**src/sv/hds_pkg.sv**
```systemverilog
// Shared types and constants for the response-ratio dispatch selector.
// Depends on nothing; used by the multiplier and the top level.
package hds_pkg;

  localparam int unsigned ClkW = 32;
  localparam int unsigned SvcW = 16;
  localparam int unsigned IdW  = 16;
  localparam int unsigned PriW = 8;
  localparam int unsigned ProdW = ClkW + SvcW;

  localparam logic [ClkW-1:0] ClkMax = {ClkW{1'b1}};

  // Operation codes carried on the input tuser.
  typedef enum logic [1:0] {
    OP_ADD  = 2'd0,
    OP_TICK = 2'd1,
    OP_DISP = 2'd2,
    OP_NOP  = 2'd3
  } op_e;

  // Status codes carried on the output tuser.
  typedef enum logic [1:0] {
    ST_OK    = 2'd0,
    ST_FULL  = 2'd1,
    ST_ZERO  = 2'd2,
    ST_EMPTY = 2'd3
  } status_e;

  // One table entry, identifier in the low bits.
  typedef struct packed {
    logic [ClkW-1:0] arrival;
    logic [SvcW-1:0] service;
    logic [PriW-1:0] prio;
    logic [IdW-1:0]  id;
  } job_t;

endpackage

```
**src/sv/hds_ram.sv**
```systemverilog
// Generic single-write, single-read memory with a registered read port.
// Depends on nothing.
module hds_ram #(
  parameter int unsigned Width = 8,
  parameter int unsigned Depth = 16
) (
  input  logic                                 clk_i,
  input  logic                                 we_i,
  input  logic [(Depth>1?$clog2(Depth):1)-1:0] waddr_i,
  input  logic [Width-1:0]                     wdata_i,
  input  logic                                 re_i,
  input  logic [(Depth>1?$clog2(Depth):1)-1:0] raddr_i,
  output logic [Width-1:0]                     rdata_o
);

  logic [Width-1:0] mem_q [Depth];
  logic [Width-1:0] rdata_q;

  always_ff @(posedge clk_i) begin
    if (we_i) begin
      mem_q[waddr_i] <= wdata_i;
    end
    if (re_i) begin
      rdata_q <= mem_q[raddr_i];
    end
  end

  assign rdata_o = rdata_q;

endmodule

```
**src/sv/hds_mul.sv**
```systemverilog
// Shared 32 by 16 bit unsigned multiplier with a registered product.
// Depends on hds_pkg for the operand widths.
module hds_mul (
  input  logic                        clk_i,
  input  logic                        en_i,
  input  logic [hds_pkg::ClkW-1:0]    a_i,
  input  logic [hds_pkg::SvcW-1:0]    b_i,
  output logic [hds_pkg::ProdW-1:0]   p_o
);

  logic [hds_pkg::ProdW-1:0] p_q;

  always_ff @(posedge clk_i) begin
    if (en_i) begin
      p_q <= hds_pkg::ProdW'(a_i) * hds_pkg::ProdW'(b_i);
    end
  end

  assign p_o = p_q;

endmodule

```
**src/sv/hrrn_dispatch_selector.sv**
```systemverilog
// Top level of the highest-response-ratio-next dispatch selector.
// Depends on hds_pkg, hds_ram (job table) and hds_mul (shared multiplier).
// Usage. Items arrive on the slave stream: s_axis_tuser carries the operation
// (add job, arrival tick, dispatch request) and s_axis_tdata the job fields.
// Every accepted transfer produces exactly one result transfer on the master
// stream: m_axis_tuser carries the status and m_axis_tdata the chosen job.
// Add and tick items go straight to S_FIN, which loads the result register.
// A dispatch reads the table through one memory port, takes the oldest entry
// as the first candidate and judges each later arrived job against the best
// so far with the single shared multiplier; a job not yet arrived ends the
// scan. Then each entry above the pick is copied one place down to close the
// gap, and S_DONE updates the count and the run clock before S_FIN loads the
// result register. The sequencer works on one item at a time, and
// s_axis_tready is high only while it is idle.
// The result sits in an output register, so the block takes the next item
// while a finished result still waits; only when a second result is ready
// before the receiver has taken the first does the sequencer hold it.
// Reset empties the table and sets both clocks to one; the table contents
// themselves are not cleared, as entries above the fill count are never read.
module hrrn_dispatch_selector #(
  parameter int unsigned TABLE_DEPTH = 16
) (
  input  logic        clk_i,
  input  logic        rst_ni,
  input  logic        s_axis_tvalid,
  output logic        s_axis_tready,
  input  logic [39:0] s_axis_tdata,  // job_id [15:0], job_priority [23:16],
                                     // service_time [39:24]
  input  logic [1:0]  s_axis_tuser,  // operation [1:0]
  output logic        m_axis_tvalid,
  input  logic        m_axis_tready,
  output logic [71:0] m_axis_tdata,  // chosen_id [15:0], chosen_priority [23:16],
                                     // chosen_service [39:24], chosen_wait [71:40]
  output logic [1:0]  m_axis_tuser   // status [1:0]
);

  localparam int unsigned AW = (TABLE_DEPTH > 1) ? $clog2(TABLE_DEPTH) : 1;
  localparam int unsigned CW = $clog2(TABLE_DEPTH + 1);
  localparam int unsigned EW = $bits(hds_pkg::job_t);

  typedef enum logic [3:0] {
    S_IDLE,
    S_RD,
    S_CHK,
    S_MUL,
    S_CMP,
    S_MVRD,
    S_MVWR,
    S_DONE,
    S_FIN
  } state_e;

  state_e state_q;

  logic [CW-1:0]                count_q;
  logic [CW-1:0]                idx_q;
  logic [CW-1:0]                best_idx_q;
  logic [hds_pkg::ClkW-1:0]     arr_clk_q;
  logic [hds_pkg::ClkW-1:0]     run_clk_q;
  logic [hds_pkg::ClkW-1:0]     best_wait_q;
  logic [hds_pkg::ClkW-1:0]     wait_q;
  logic [hds_pkg::ProdW-1:0]    rhs_q;
  hds_pkg::job_t                best_q;

  // Pending result and output register.
  hds_pkg::status_e             res_status_q;
  hds_pkg::job_t                res_job_q;
  logic [hds_pkg::ClkW-1:0]     res_wait_q;
  logic                         m_valid_q;
  logic [1:0]                   m_user_q;
  logic [71:0]                  m_data_q;

  // Memory and multiplier hookup.
  logic                         ram_we;
  logic [AW-1:0]                ram_waddr;
  hds_pkg::job_t                ram_wdata;
  logic                         ram_re;
  logic [AW-1:0]                ram_raddr;
  logic [EW-1:0]                ram_rdata;
  hds_pkg::job_t                rd_job;
  logic                         mul_en;
  logic [hds_pkg::ClkW-1:0]     mul_a;
  logic [hds_pkg::SvcW-1:0]     mul_b;
  logic [hds_pkg::ProdW-1:0]    mul_p;

  // Input fields.
  logic                         s_acc;
  hds_pkg::op_e                 in_op;
  logic [hds_pkg::IdW-1:0]      in_id;
  logic [hds_pkg::PriW-1:0]     in_pri;
  logic [hds_pkg::SvcW-1:0]     in_svc;
  logic                         add_ok;

  logic [CW-1:0]                idx_inc;
  logic                         more;
  logic                         better;
  logic                         not_arrived;
  logic [hds_pkg::ClkW:0]       run_sum;
  logic [hds_pkg::ClkW-1:0]     run_next;
  logic                         out_free;

  assign s_acc   = s_axis_tvalid && s_axis_tready;
  assign in_op   = hds_pkg::op_e'(s_axis_tuser);
  assign in_id   = s_axis_tdata[15:0];
  assign in_pri  = s_axis_tdata[23:16];
  assign in_svc  = s_axis_tdata[39:24];
  assign add_ok  = (in_svc != '0) && (count_q < CW'(TABLE_DEPTH));

  assign rd_job      = hds_pkg::job_t'(ram_rdata);
  assign idx_inc     = idx_q + CW'(1);
  assign more        = (idx_inc < count_q);
  assign not_arrived = (rd_job.arrival > run_clk_q);
  // Strictly greater only, so ties keep the earlier inserted job.
  assign better      = (mul_p > rhs_q);

  assign run_sum  = {1'b0, run_clk_q} + (hds_pkg::ClkW + 1)'(best_q.service);
  assign run_next = run_sum[hds_pkg::ClkW] ? hds_pkg::ClkMax : run_sum[hds_pkg::ClkW-1:0];
  assign out_free = !m_valid_q || m_axis_tready;

  // Table port control: new jobs are appended at the fill count, and during
  // compaction each entry is copied one place down.
  always_comb begin
    ram_we    = 1'b0;
    ram_waddr = count_q[AW-1:0];
    ram_wdata = '{arrival: arr_clk_q, service: in_svc, prio: in_pri, id: in_id};
    ram_re    = 1'b0;
    ram_raddr = idx_q[AW-1:0];
    case (state_q)
      S_IDLE: begin
        ram_we = s_acc && (in_op == hds_pkg::OP_ADD) && add_ok;
      end
      S_RD: begin
        ram_re = 1'b1;
      end
      S_MVRD: begin
        ram_re    = more;
        ram_raddr = idx_inc[AW-1:0];
      end
      S_MVWR: begin
        ram_we    = 1'b1;
        ram_waddr = idx_q[AW-1:0];
        ram_wdata = rd_job;
      end
      default: begin
      end
    endcase
  end

  // The multiplier first forms best_wait * service(i), then wait(i) * service(best).
  always_comb begin
    mul_en = 1'b0;
    mul_a  = best_wait_q;
    mul_b  = rd_job.service;
    case (state_q)
      S_CHK: begin
        mul_en = (idx_q != '0) && !not_arrived;
      end
      S_MUL: begin
        mul_en = 1'b1;
        mul_a  = wait_q;
        mul_b  = best_q.service;
      end
      default: begin
      end
    endcase
  end

  always_ff @(posedge clk_i or negedge rst_ni) begin
    if (!rst_ni) begin
      state_q      <= S_IDLE;
      count_q      <= '0;
      arr_clk_q    <= hds_pkg::ClkW'(1);
      run_clk_q    <= hds_pkg::ClkW'(1);
      m_valid_q    <= 1'b0;
      idx_q        <= '0;
      best_idx_q   <= '0;
    end else begin
      // A new result in S_FIN reloads the register itself.
      if (m_valid_q && m_axis_tready && (state_q != S_FIN)) begin
        m_valid_q <= 1'b0;
      end
      case (state_q)
        S_IDLE: begin
          if (s_acc) begin
            res_job_q  <= '0;
            res_wait_q <= '0;
            case (in_op)
              hds_pkg::OP_ADD: begin
                state_q <= S_FIN;
                if (in_svc == '0) begin
                  res_status_q <= hds_pkg::ST_ZERO;
                end else if (!add_ok) begin
                  res_status_q <= hds_pkg::ST_FULL;
                end else begin
                  res_status_q <= hds_pkg::ST_OK;
                  count_q      <= count_q + CW'(1);
                end
              end
              hds_pkg::OP_TICK: begin
                state_q      <= S_FIN;
                res_status_q <= hds_pkg::ST_OK;
                if (arr_clk_q != hds_pkg::ClkMax) begin
                  arr_clk_q <= arr_clk_q + hds_pkg::ClkW'(1);
                end
              end
              hds_pkg::OP_DISP: begin
                if (count_q == '0) begin
                  res_status_q <= hds_pkg::ST_EMPTY;
                  state_q      <= S_FIN;
                end else begin
                  idx_q   <= '0;
                  state_q <= S_RD;
                end
              end
              default: begin
                res_status_q <= hds_pkg::ST_OK;
                state_q      <= S_FIN;
              end
            endcase
          end
        end
        S_RD: begin
          state_q <= S_CHK;
        end
        S_CHK: begin
          if (idx_q == '0) begin
            // The oldest job is the first candidate, or the fallback when
            // nothing has arrived yet.
            best_idx_q <= '0;
            best_q     <= rd_job;
            if (not_arrived) begin
              best_wait_q <= '0;
              state_q     <= S_MVRD;
            end else begin
              best_wait_q <= run_clk_q - rd_job.arrival;
              if (more) begin
                idx_q   <= idx_inc;
                state_q <= S_RD;
              end else begin
                state_q <= S_MVRD;
              end
            end
          end else if (not_arrived) begin
            // Arrival ticks grow with insertion order, so the scan stops here.
            idx_q   <= best_idx_q;
            state_q <= S_MVRD;
          end else begin
            wait_q  <= run_clk_q - rd_job.arrival;
            state_q <= S_MUL;
          end
        end
        S_MUL: begin
          rhs_q   <= mul_p;
          state_q <= S_CMP;
        end
        S_CMP: begin
          if (better) begin
            best_idx_q  <= idx_q;
            best_q      <= rd_job;
            best_wait_q <= wait_q;
          end
          if (more) begin
            idx_q   <= idx_inc;
            state_q <= S_RD;
          end else begin
            idx_q   <= better ? idx_q : best_idx_q;
            state_q <= S_MVRD;
          end
        end
        S_MVRD: begin
          state_q <= more ? S_MVWR : S_DONE;
        end
        S_MVWR: begin
          idx_q   <= idx_inc;
          state_q <= S_MVRD;
        end
        S_DONE: begin
          count_q      <= count_q - CW'(1);
          run_clk_q    <= run_next;
          res_status_q <= hds_pkg::ST_OK;
          res_job_q    <= best_q;
          res_wait_q   <= best_wait_q;
          state_q      <= S_FIN;
        end
        S_FIN: begin
          if (out_free) begin
            m_valid_q <= 1'b1;
            m_user_q  <= res_status_q;
            m_data_q  <= {res_wait_q, res_job_q.service, res_job_q.prio, res_job_q.id};
            state_q   <= S_IDLE;
          end
        end
        default: begin
          state_q <= S_IDLE;
        end
      endcase
    end
  end

  hds_ram #(
    .Width(EW),
    .Depth(TABLE_DEPTH)
  ) u_table (
    .clk_i  (clk_i),
    .we_i   (ram_we),
    .waddr_i(ram_waddr),
    .wdata_i(ram_wdata),
    .re_i   (ram_re),
    .raddr_i(ram_raddr),
    .rdata_o(ram_rdata)
  );

  hds_mul u_mul (
    .clk_i(clk_i),
    .en_i (mul_en),
    .a_i  (mul_a),
    .b_i  (mul_b),
    .p_o  (mul_p)
  );

  assign s_axis_tready = (state_q == S_IDLE);
  assign m_axis_tvalid = m_valid_q;
  assign m_axis_tdata  = m_data_q;
  assign m_axis_tuser  = m_user_q;

`ifndef ASSERT_OFF
  a_count_bound: assert property (@(posedge clk_i) disable iff (!rst_ni)
    count_q <= CW'(TABLE_DEPTH))
    else $error("job count exceeds table depth");

  a_run_monotonic: assert property (@(posedge clk_i) disable iff (!rst_ni)
    1'b1 |=> run_clk_q >= $past(run_clk_q))
    else $error("run clock went backwards");

  a_add_grows: assert property (@(posedge clk_i) disable iff (!rst_ni)
    (s_acc && in_op == hds_pkg::OP_ADD && add_ok) |=> count_q == $past(count_q) + CW'(1))
    else $error("accepted job not counted");

  a_no_write_in_scan: assert property (@(posedge clk_i) disable iff (!rst_ni)
    (state_q == S_RD || state_q == S_CHK || state_q == S_MUL || state_q == S_CMP)
      |-> !ram_we)
    else $error("table written during scan");
`endif

endmodule

```
**config.mk**
```make
export PLATFORM = sky130hd
export DESIGN_NAME = hrrn_dispatch_selector
export DESIGN_NICKNAME = d
export VERILOG_FILES = /design/src/sv/hds_pkg.sv /design/src/sv/hds_ram.sv /design/src/sv/hds_mul.sv /design/src/sv/hrrn_dispatch_selector.sv
export SDC_FILE = /design/constraint.sdc
export NUM_CORES = 2
export LEC_CHECK = 0
export BUFFER_PORTS_ARGS = -buffer_cell sky130_fd_sc_hd__buf_2
export CAP_MARGIN = 20
export CELL_PAD_IN_SITES_DETAIL_PLACEMENT = 0
export CELL_PAD_IN_SITES_GLOBAL_PLACEMENT = 2
export CORE_MARGIN = 3
export CORE_UTILIZATION = 40
export DETAILED_ROUTE_END_ITERATION = 16
export PLACE_DENSITY_LB_ADDON = 0.1
export SYNTH_ARGS = -nofsm -noshare
export SYNTH_HDL_FRONTEND = slang
export SYNTH_SLANG_ARGS = --single-unit
```
**constraint.sdc**
```tcl
create_clock -name clk_i -period 17.5 [get_ports clk_i]
set_input_delay 0 -clock clk_i [delete_from_list [all_inputs] [get_ports clk_i]]
set_output_delay 0 -clock clk_i [all_outputs]
set_load 0.05 [all_outputs]
```
======== Word level (Yosys, flattened, before mapping) ========
Memory sizes are Yosys's and may differ from the RTL's. A register that Yosys moved wholly into a read port is not among the register bits.
Index checks and enable logic that the tools add are counted.
storage, ports and cells
  output and inout bits ................... 76
  RAM bits ................................ 1152
  bits in registers ....................... 432
  logic and storage cells ................. 149
  bits of input ports ..................... 46
  memories kept ........................... 1
operators by class
  add/subtract/negate cells ............... 6
  equal/unequal tests ..................... 25
  multipliers ............................. 1
  muxes and demuxes ....................... 58
  reductions and logical operators ........ 31
  bitwise logic cells ..................... 2
  magnitude comparators ................... 4
memory list
  name           words  bits a word  rd ports  clocked after memory_dff  wr ports  line           source
  u_table.mem_q  16     72           1         1                         1         hds_ram.sv:16  logic [Width-1:0] mem_q [Depth];
operators by type and width
  kind                                                             count
  72-bit 2-to-1 mux                                                3
  32-bit 2-to-1 mux                                                6
  72-bit case mux with 2 select lines                              1
  32-bit case mux with 2 select lines                              2
  40-bit case mux with 2 select lines                              1
  5-bit 2-to-1 mux                                                 14
  48-bit greater-than comparator                                   1
  32-bit by 16-bit multiplier with 48-bit output                   1
  40-bit 2-to-1 mux                                                1
  4-bit case mux with 9 select lines                               1
  32-bit by 16-bit adder with 33-bit output                        1
  32-bit by 1-bit adder with 32-bit output, second input constant  1
  32-bit greater-than comparator                                   1
  32-bit inequality test, second input constant                    1
  32-bit subtractor                                                1
  4-bit 2-to-1 mux                                                 7
  5-bit case mux with 2 select lines                               2
  5-bit case mux with 4 select lines                               1
  4-bit by 3-bit == test with 1-bit output, second input constant  4
  16-bit zero test                                                 1
  16-bit 2-to-1 mux                                                1
  4-bit AND reduction                                              4
  16-bit nonzero test                                              1
  3-bit inequality test, second input constant                     4
  31 further kinds                                                 66

======== Logic depth before layout (Yosys ltp) ========
  word-level depth ........................ 7
  depth in mapped cells ................... 29
  gate-level depth less buffers ........... 26

======== Modules after synthesis ========
A second synthesis with hierarchy kept.
second synthesis, totals
  cells, all modules ...................... 5462
  area, all modules ....................... 82248.9 um^2
modules (own cells, without submodules)
  module                  area each (um^2)  instances  seq. area each (um^2)  cells an instance
  hds_ram                 45272.2           1          36755.3                1850
  hrrn_dispatch_selector  19254.7           1          11113.2                1679
  hds_mul                 17722.0           1          1441.4                 1933

======== Least setup slack after synthesis ========
Ideal clock, no wire load.
  kind .................................... register -> register
  from .................................... register idx_q[0]
  to ...................................... register u_table.rdata_q[0] (netlist: u_table.rdata_o[0]), read port of u_table.mem_q, enable pin
  stages on the path, launching flop included .. 12
  path slack .............................. 9.360 ns
  path buffers ............................ 2
  setup time .............................. 0.609 ns
  data required time ...................... 16.891 ns
  arrival ................................. 7.531 ns
  clock period less this slack ............ 8.140 ns
  path through ............................ dfrtp_1 > buf_2 > inv_1 > ha_1 > ha_1 > a21boi_1 > o21a_1 > o21ai_0 > nand2b_1 > a21o_1 > clkbuf_1 > a211oi_1
between the ends
  longest elaborated chain between the ends .. 3
  elaborated cells between the ends (all ways) .. 4
  those cells by class .................... 1 x add/sub; 1 x order compare; 2 x mux
ends and longest elaborated chain
  what                                    line                           source
  start: declaration                      hrrn_dispatch_selector.sv:56   logic [CW-1:0] idx_q;
  start signal: assignment                hrrn_dispatch_selector.sv:237  idx_q <= idx_inc;
  start signal: assignment                hrrn_dispatch_selector.sv:245  idx_q <= best_idx_q;
  start signal: assignment                hrrn_dispatch_selector.sv:263  idx_q <= idx_inc;
  5-bit by 1-bit adder with 5-bit output  hrrn_dispatch_selector.sv:110  assign idx_inc = idx_q + CW'(1);
  5-bit < comparator                      hrrn_dispatch_selector.sv:111  assign more = (idx_inc < count_q);
  1-bit case mux with 2 select lines      hrrn_dispatch_selector.sv:128  case (state_q)
  net ram_re                              hrrn_dispatch_selector.sv:77   logic ram_re;
  end: declaration                        hds_ram.sv:17                  logic [Width-1:0] rdata_q;
The timed path passes the listed nets, and every way through them passes these cells.
A chain may end at the register's enable or synchronous reset.

======== Worst setup path in the final report ========
  from .................................... register state_q[0]
  to ...................................... register u_mul.p_q, in the netlist u_mul.p_o[44] (data pin)
between the ends
  longest elaborated chain between the ends .. 3
  elaborated cells between the ends (all ways) .. 4
  those cells by class .................... 1 x mul; 1 x eq/ne; 2 x mux
ends and longest elaborated chain
  what                                                    line                           source
  start: declaration                                      hrrn_dispatch_selector.sv:53   state_e state_q;
  start signal: assignment                                hrrn_dispatch_selector.sv:271  state_q <= more ? S_MVWR : S_DONE;
  4-bit by 2-bit == test with 1-bit output *              hrrn_dispatch_selector.sv:154  case (state_q)
  32-bit 2-to-1 mux or 16-bit 2-to-1 mux (tied branches)  hrrn_dispatch_selector.sv:154
  32-bit by 16-bit multiplier with 48-bit output *        hds_mul.sv:15                  p_q <= hds_pkg::ProdW'(a_i) * hds_pkg::ProdW'(b_i);
  end signal: assignment                                  hds_mul.sv:15
  end: declaration                                        hds_mul.sv:11                  logic [hds_pkg::ProdW-1:0] p_q;
Every way passes the cells marked *; elsewhere a longest branch is shown, timed or not.

==> summary.md <==
| Metric | Value |
|---|---|
| Clk_lat worst skew | 0.82 ns |
| Most frequent cell after synthesis | edfxtp_1 |
| Crit. End Element | flip-flop |
| DIE AREA | 211000 um2 |
| Post-synth EDFFs | 1572 |
| Worst r2r src | state_q[0] |
| Core area | 203000 um2 |
| Fin crit share | 50.3% |
| Status | finished clean |
| FF+latch count, synth | 1656 |
| DR WL/cell | 28.0 um |
| Final core occ | 45.7% |
| Clock Skew | 0.0762 ns |
| Total GRT Usage | 22.8% |
| HPWL Detailed | 156000 um |
| Num CTS Buffers | 178 |
| Final setup vio count | 0 |
| Post-synthesis compound-gate area fraction | 3.55% |
| Top cells by count, synth | edfxtp_1 (1572), nand2_1 (605), inv_1 (569) |
| Placer Congestion | 0.850 |
| Clk pin slew, worst setup/hold paths | 0.06 ns |
| Crit Path Category | reg2reg |
| FILL cells | 18000 |
| Die Width | 459 um |
| Worst r2r dst | u_mul.p_o[44] |
| Count of warnings emitted by yosys | 0 |
| CTS tree | yes |
| Vias in the first global route | 48400 |
| Final Hold Viols | 0 |
| Share of layout cells above drive strength 1 | 17.0% |
| Post-Synthesis Cells | 5328 |
| Drc violations | 0 |
| Minimum clock period | 8.81 ns |
| Worst Setup Start Kind | flip-flop |
| Initial antenna violation count | 11 |
| Hold Crit Depth | 3 |
| Critical Path RT | 18.04 ns |
| Most frequent CP cell | fa_1 |
| Hold Path Class | in2reg |
| Met3 Use GR | 3.12% |
| First-pass GRT wire length | 349000 um |
| Port Buffers | 121 |
| IO Pins | 122 |
| Setup TNS | 0 ns |
| Nets@finish | 6300 |
| Slew @ Worst Pin | 1.19 ns |
| DR vias | 45400 |
| # Max-Cap Violations | 0 |
| Post-Synth Adder-Cell Area | 13.7% |
| Largest family of logic cells by synthesized area | adder cells |
| Starting Density | 40.4% |
| H-tree Lvls | 4 |
| Worst Reg-to-Reg Cells | 25 |
| Critical Path Slowest Stage Cell | mux2i_1 |
| CTS root buf | clkbuf_16 |
| Post-synthesis mux area share | 11.2% |
| Seq/Total Area, Yosys | 60.0% |
| FF+latch area | 49300 um2 |
| Unrepaired setup endpoints after global routing | no |
| Max Buffers Root-to-Sink | 3 |
| Xor-xnor portion of the synthesized cell area | 1.35% |
| Fin. max-slew vios | 0 |
| Fmax | 114 MHz |
| Simple-Gate Fraction of Synth Area | 6.48% |
| Area of the multi-input gates | 30100 um2 |
| Mapped Area | 82100 um2 |
| Asr flop ratio synth | 5.07% |
| WP data arrival | 9.35 ns |
| Main synth FF type | edfxtp_1 |
| Worst-path fanout max | 95 |
| CTS sink cnt | 1656 |
| Yosys top cell by area | edfxtp_1 |
| Largest net degree at the start of global routing | 125 |
| Rows | 165 |
| Final wirelength | 236000 um |
| Main area contributors after synthesis | edfxtp_1 (57%), fa_1 (10%), mux4_2 (9.9%), ha_1 (3.4%), nand2_1 (2.8%) |
| Worst hold slack | 0.0569 ns |
| Syn Nets | 6021 |
| Max incr delay on CP | 1.00 ns |
| Global-route track usage on met2 | 38.4% |
| Share of the synthesized area in the top cell type | 57.5% |
| Drt pass-1 iters | 8 |
| Gr busiest metal | met2 |
| Register-to-register path setup slack | 8.69 ns |
| WHS Endpoint | u_table.mem_q[5][25] |
| Slew headroom | 18.1% |
| HP Start | s_axis_tdata[25] |
| Area delta synth->final | 13.0% |
| Drt initial violations | 3848 |
| Global routing usage on met1 | 31.5% |
| Vias per inst | 5.38 |
| Die height | 459 um |
| Number of routed nets with antenna violations | 0 |
| Synth Area per Inst | 15.4 um2 |
| Yosys cell types | 83 |
| GRT overflow | 0 |
layout by cell type (no fill, tap or decap), types with 9 or more instances in the layout:
cell type / netlist / routed
edfxtp_1: 1572 / 1572
o21ai_1: 10 / 11
a22o_1: 14 / 14
nor2b_1: 14 / 14
nor2_1: 309 / 291
dlygate4sd3_1: 0 / 42
mux4_2: 360 / 360
fa_1: 421 / 421
o21a_1: 12 / 11
bufinv_16: 0 / 17
clkbuf_1: 119 / 40
a31oi_1: 35 / 35
nand4_1: 27 / 27
o21ai_0: 114 / 113
o21bai_1: 13 / 13
mux2i_1: 51 / 42
xor2_1: 39 / 38
a211oi_1: 21 / 20
dfrtp_1: 82 / 82
and2_1: 93 / 92
a21o_1: 46 / 46
mux2_2: 51 / 51
and4_1: 9 / 9
nor2_4: 0 / 18
clkinv_1: 0 / 39
clkinv_2: 0 / 31
buf_2: 50 / 120
and3_1: 20 / 20
inv_1: 569 / 568
or3_1: 12 / 12
buf_4: 13 / 131
clkbuf_16: 0 / 182
nor3_1: 34 / 32
nand2_1: 605 / 605
nand2b_1: 16 / 15
ha_1: 226 / 226
xnor2_1: 84 / 83
nand3_1: 45 / 45
a21oi_1: 119 / 119
how the worst max path moves through the flow:
| stage | startpoint | end | slack, ns | depth (start not counted) |
|---|---|---|---|---|
| after global routing | state_q[0] | u_mul.p_o[44] | 8.29 | 25 |
| after CTS | state_q[0] | u_mul.p_o[44] | 8.70 | 25 |
| final | state_q[0] | u_mul.p_o[44] | 8.69 | 25 |
| after floorplan | idx_q[0] | u_table.rdata_o[0] | 9.36 | 11 |
| after global placement | state_q[0] | u_mul.p_o[44] | 8.74 | 25 |
| after detailed placement | state_q[0] | u_mul.p_o[44] | 8.72 | 25 |
cells by family (layout without fill, tap and decap cells):
family | Yosys count | count (layout)
other | 0 | 8
xor gates and xnor gates | 124 | 124
and+or+nand+nor | 1215 | 1215
adders and majority gates | 647 | 647
DFF | 1656 | 1656
muxes | 463 | 463
buffers and inverters | 765 | 1193
AOI/OAI and AO/OA | 458 | 458
per-layer routing:
layer | wire (um) | vias to the layer above | share of wire, %
met3 | 10800 | 241 | 4.6
met1 | 103000 | 24200 | 44
met4 | 4770 | 0 | 2.0
li1 | - | 19900 | -
met5 | 0 | - | 0
met2 | 118000 | 1088 | 50
registers in the layout, summed over array words and instances (netlist names), 2 cells and up:
register         count
arr_clk_q           32
best_idx_q           5
u_table.mem_q     1152
u_mul.p_o           48
m_axis_tuser         2
wait_q              32
best_q              40
m_axis_tdata        72
res_status_q         2
idx_q                5
run_clk_q           32
rhs_q               48
best_wait_q         32
res_job_q           40
res_wait_q          32
count_q              5
state_q              4
u_table.rdata_o     72
final cells by class:
class	count	share of cell area, %
diodes	8	0.0216
multi-input cells	2907	32.4
inverters	569	2.30
repair buffers	295	2.20
flip-flops and latches	1656	53.1
clock buffers	222	5.07
well taps	2672	3.60
clock inverters	107	1.23
worst max-delay path: cells and delay by family (launching register included):
kind | cells | cell delay, ns
flip-flops | 1 | 0.60
AO/OA/AOI/OAI | 8 | 2.05
AND/OR/NAND/NOR | 3 | 0.49
adder cells (fa/ha/maj) | 7 | 3.38
XOR/XNOR | 1 | 0.16
buffers and inverters | 5 | 0.73
multiplexers | 1 | 1.00
through the flow:
stage / instance area [um2] / std cells / setup slack (ns)
6_report: 92800 / 8436 / 8.69
2_1_floorplan: 82100 / 5328 / 9.36
3_3_place_gp: 86400 / 8050 / 8.74
3_5_place_dp: 86500 / 8052 / 8.72
5_1_grt: 92800 / 8435 / 8.29
4_1_cts: 92700 / 8423 / 8.70
repair_timing:
item | 4_1_cts | 5_1_grt
gates resized for setup | 0 | 0
hold buffers | 42 | 0
endpoints found under the hold margin | 623 | 0
setup buffers | 0 | 0
Power is left out: the tool's default activity adds up to more than one toggle a clock period on the data nets, which glitch-free logic cannot reach.
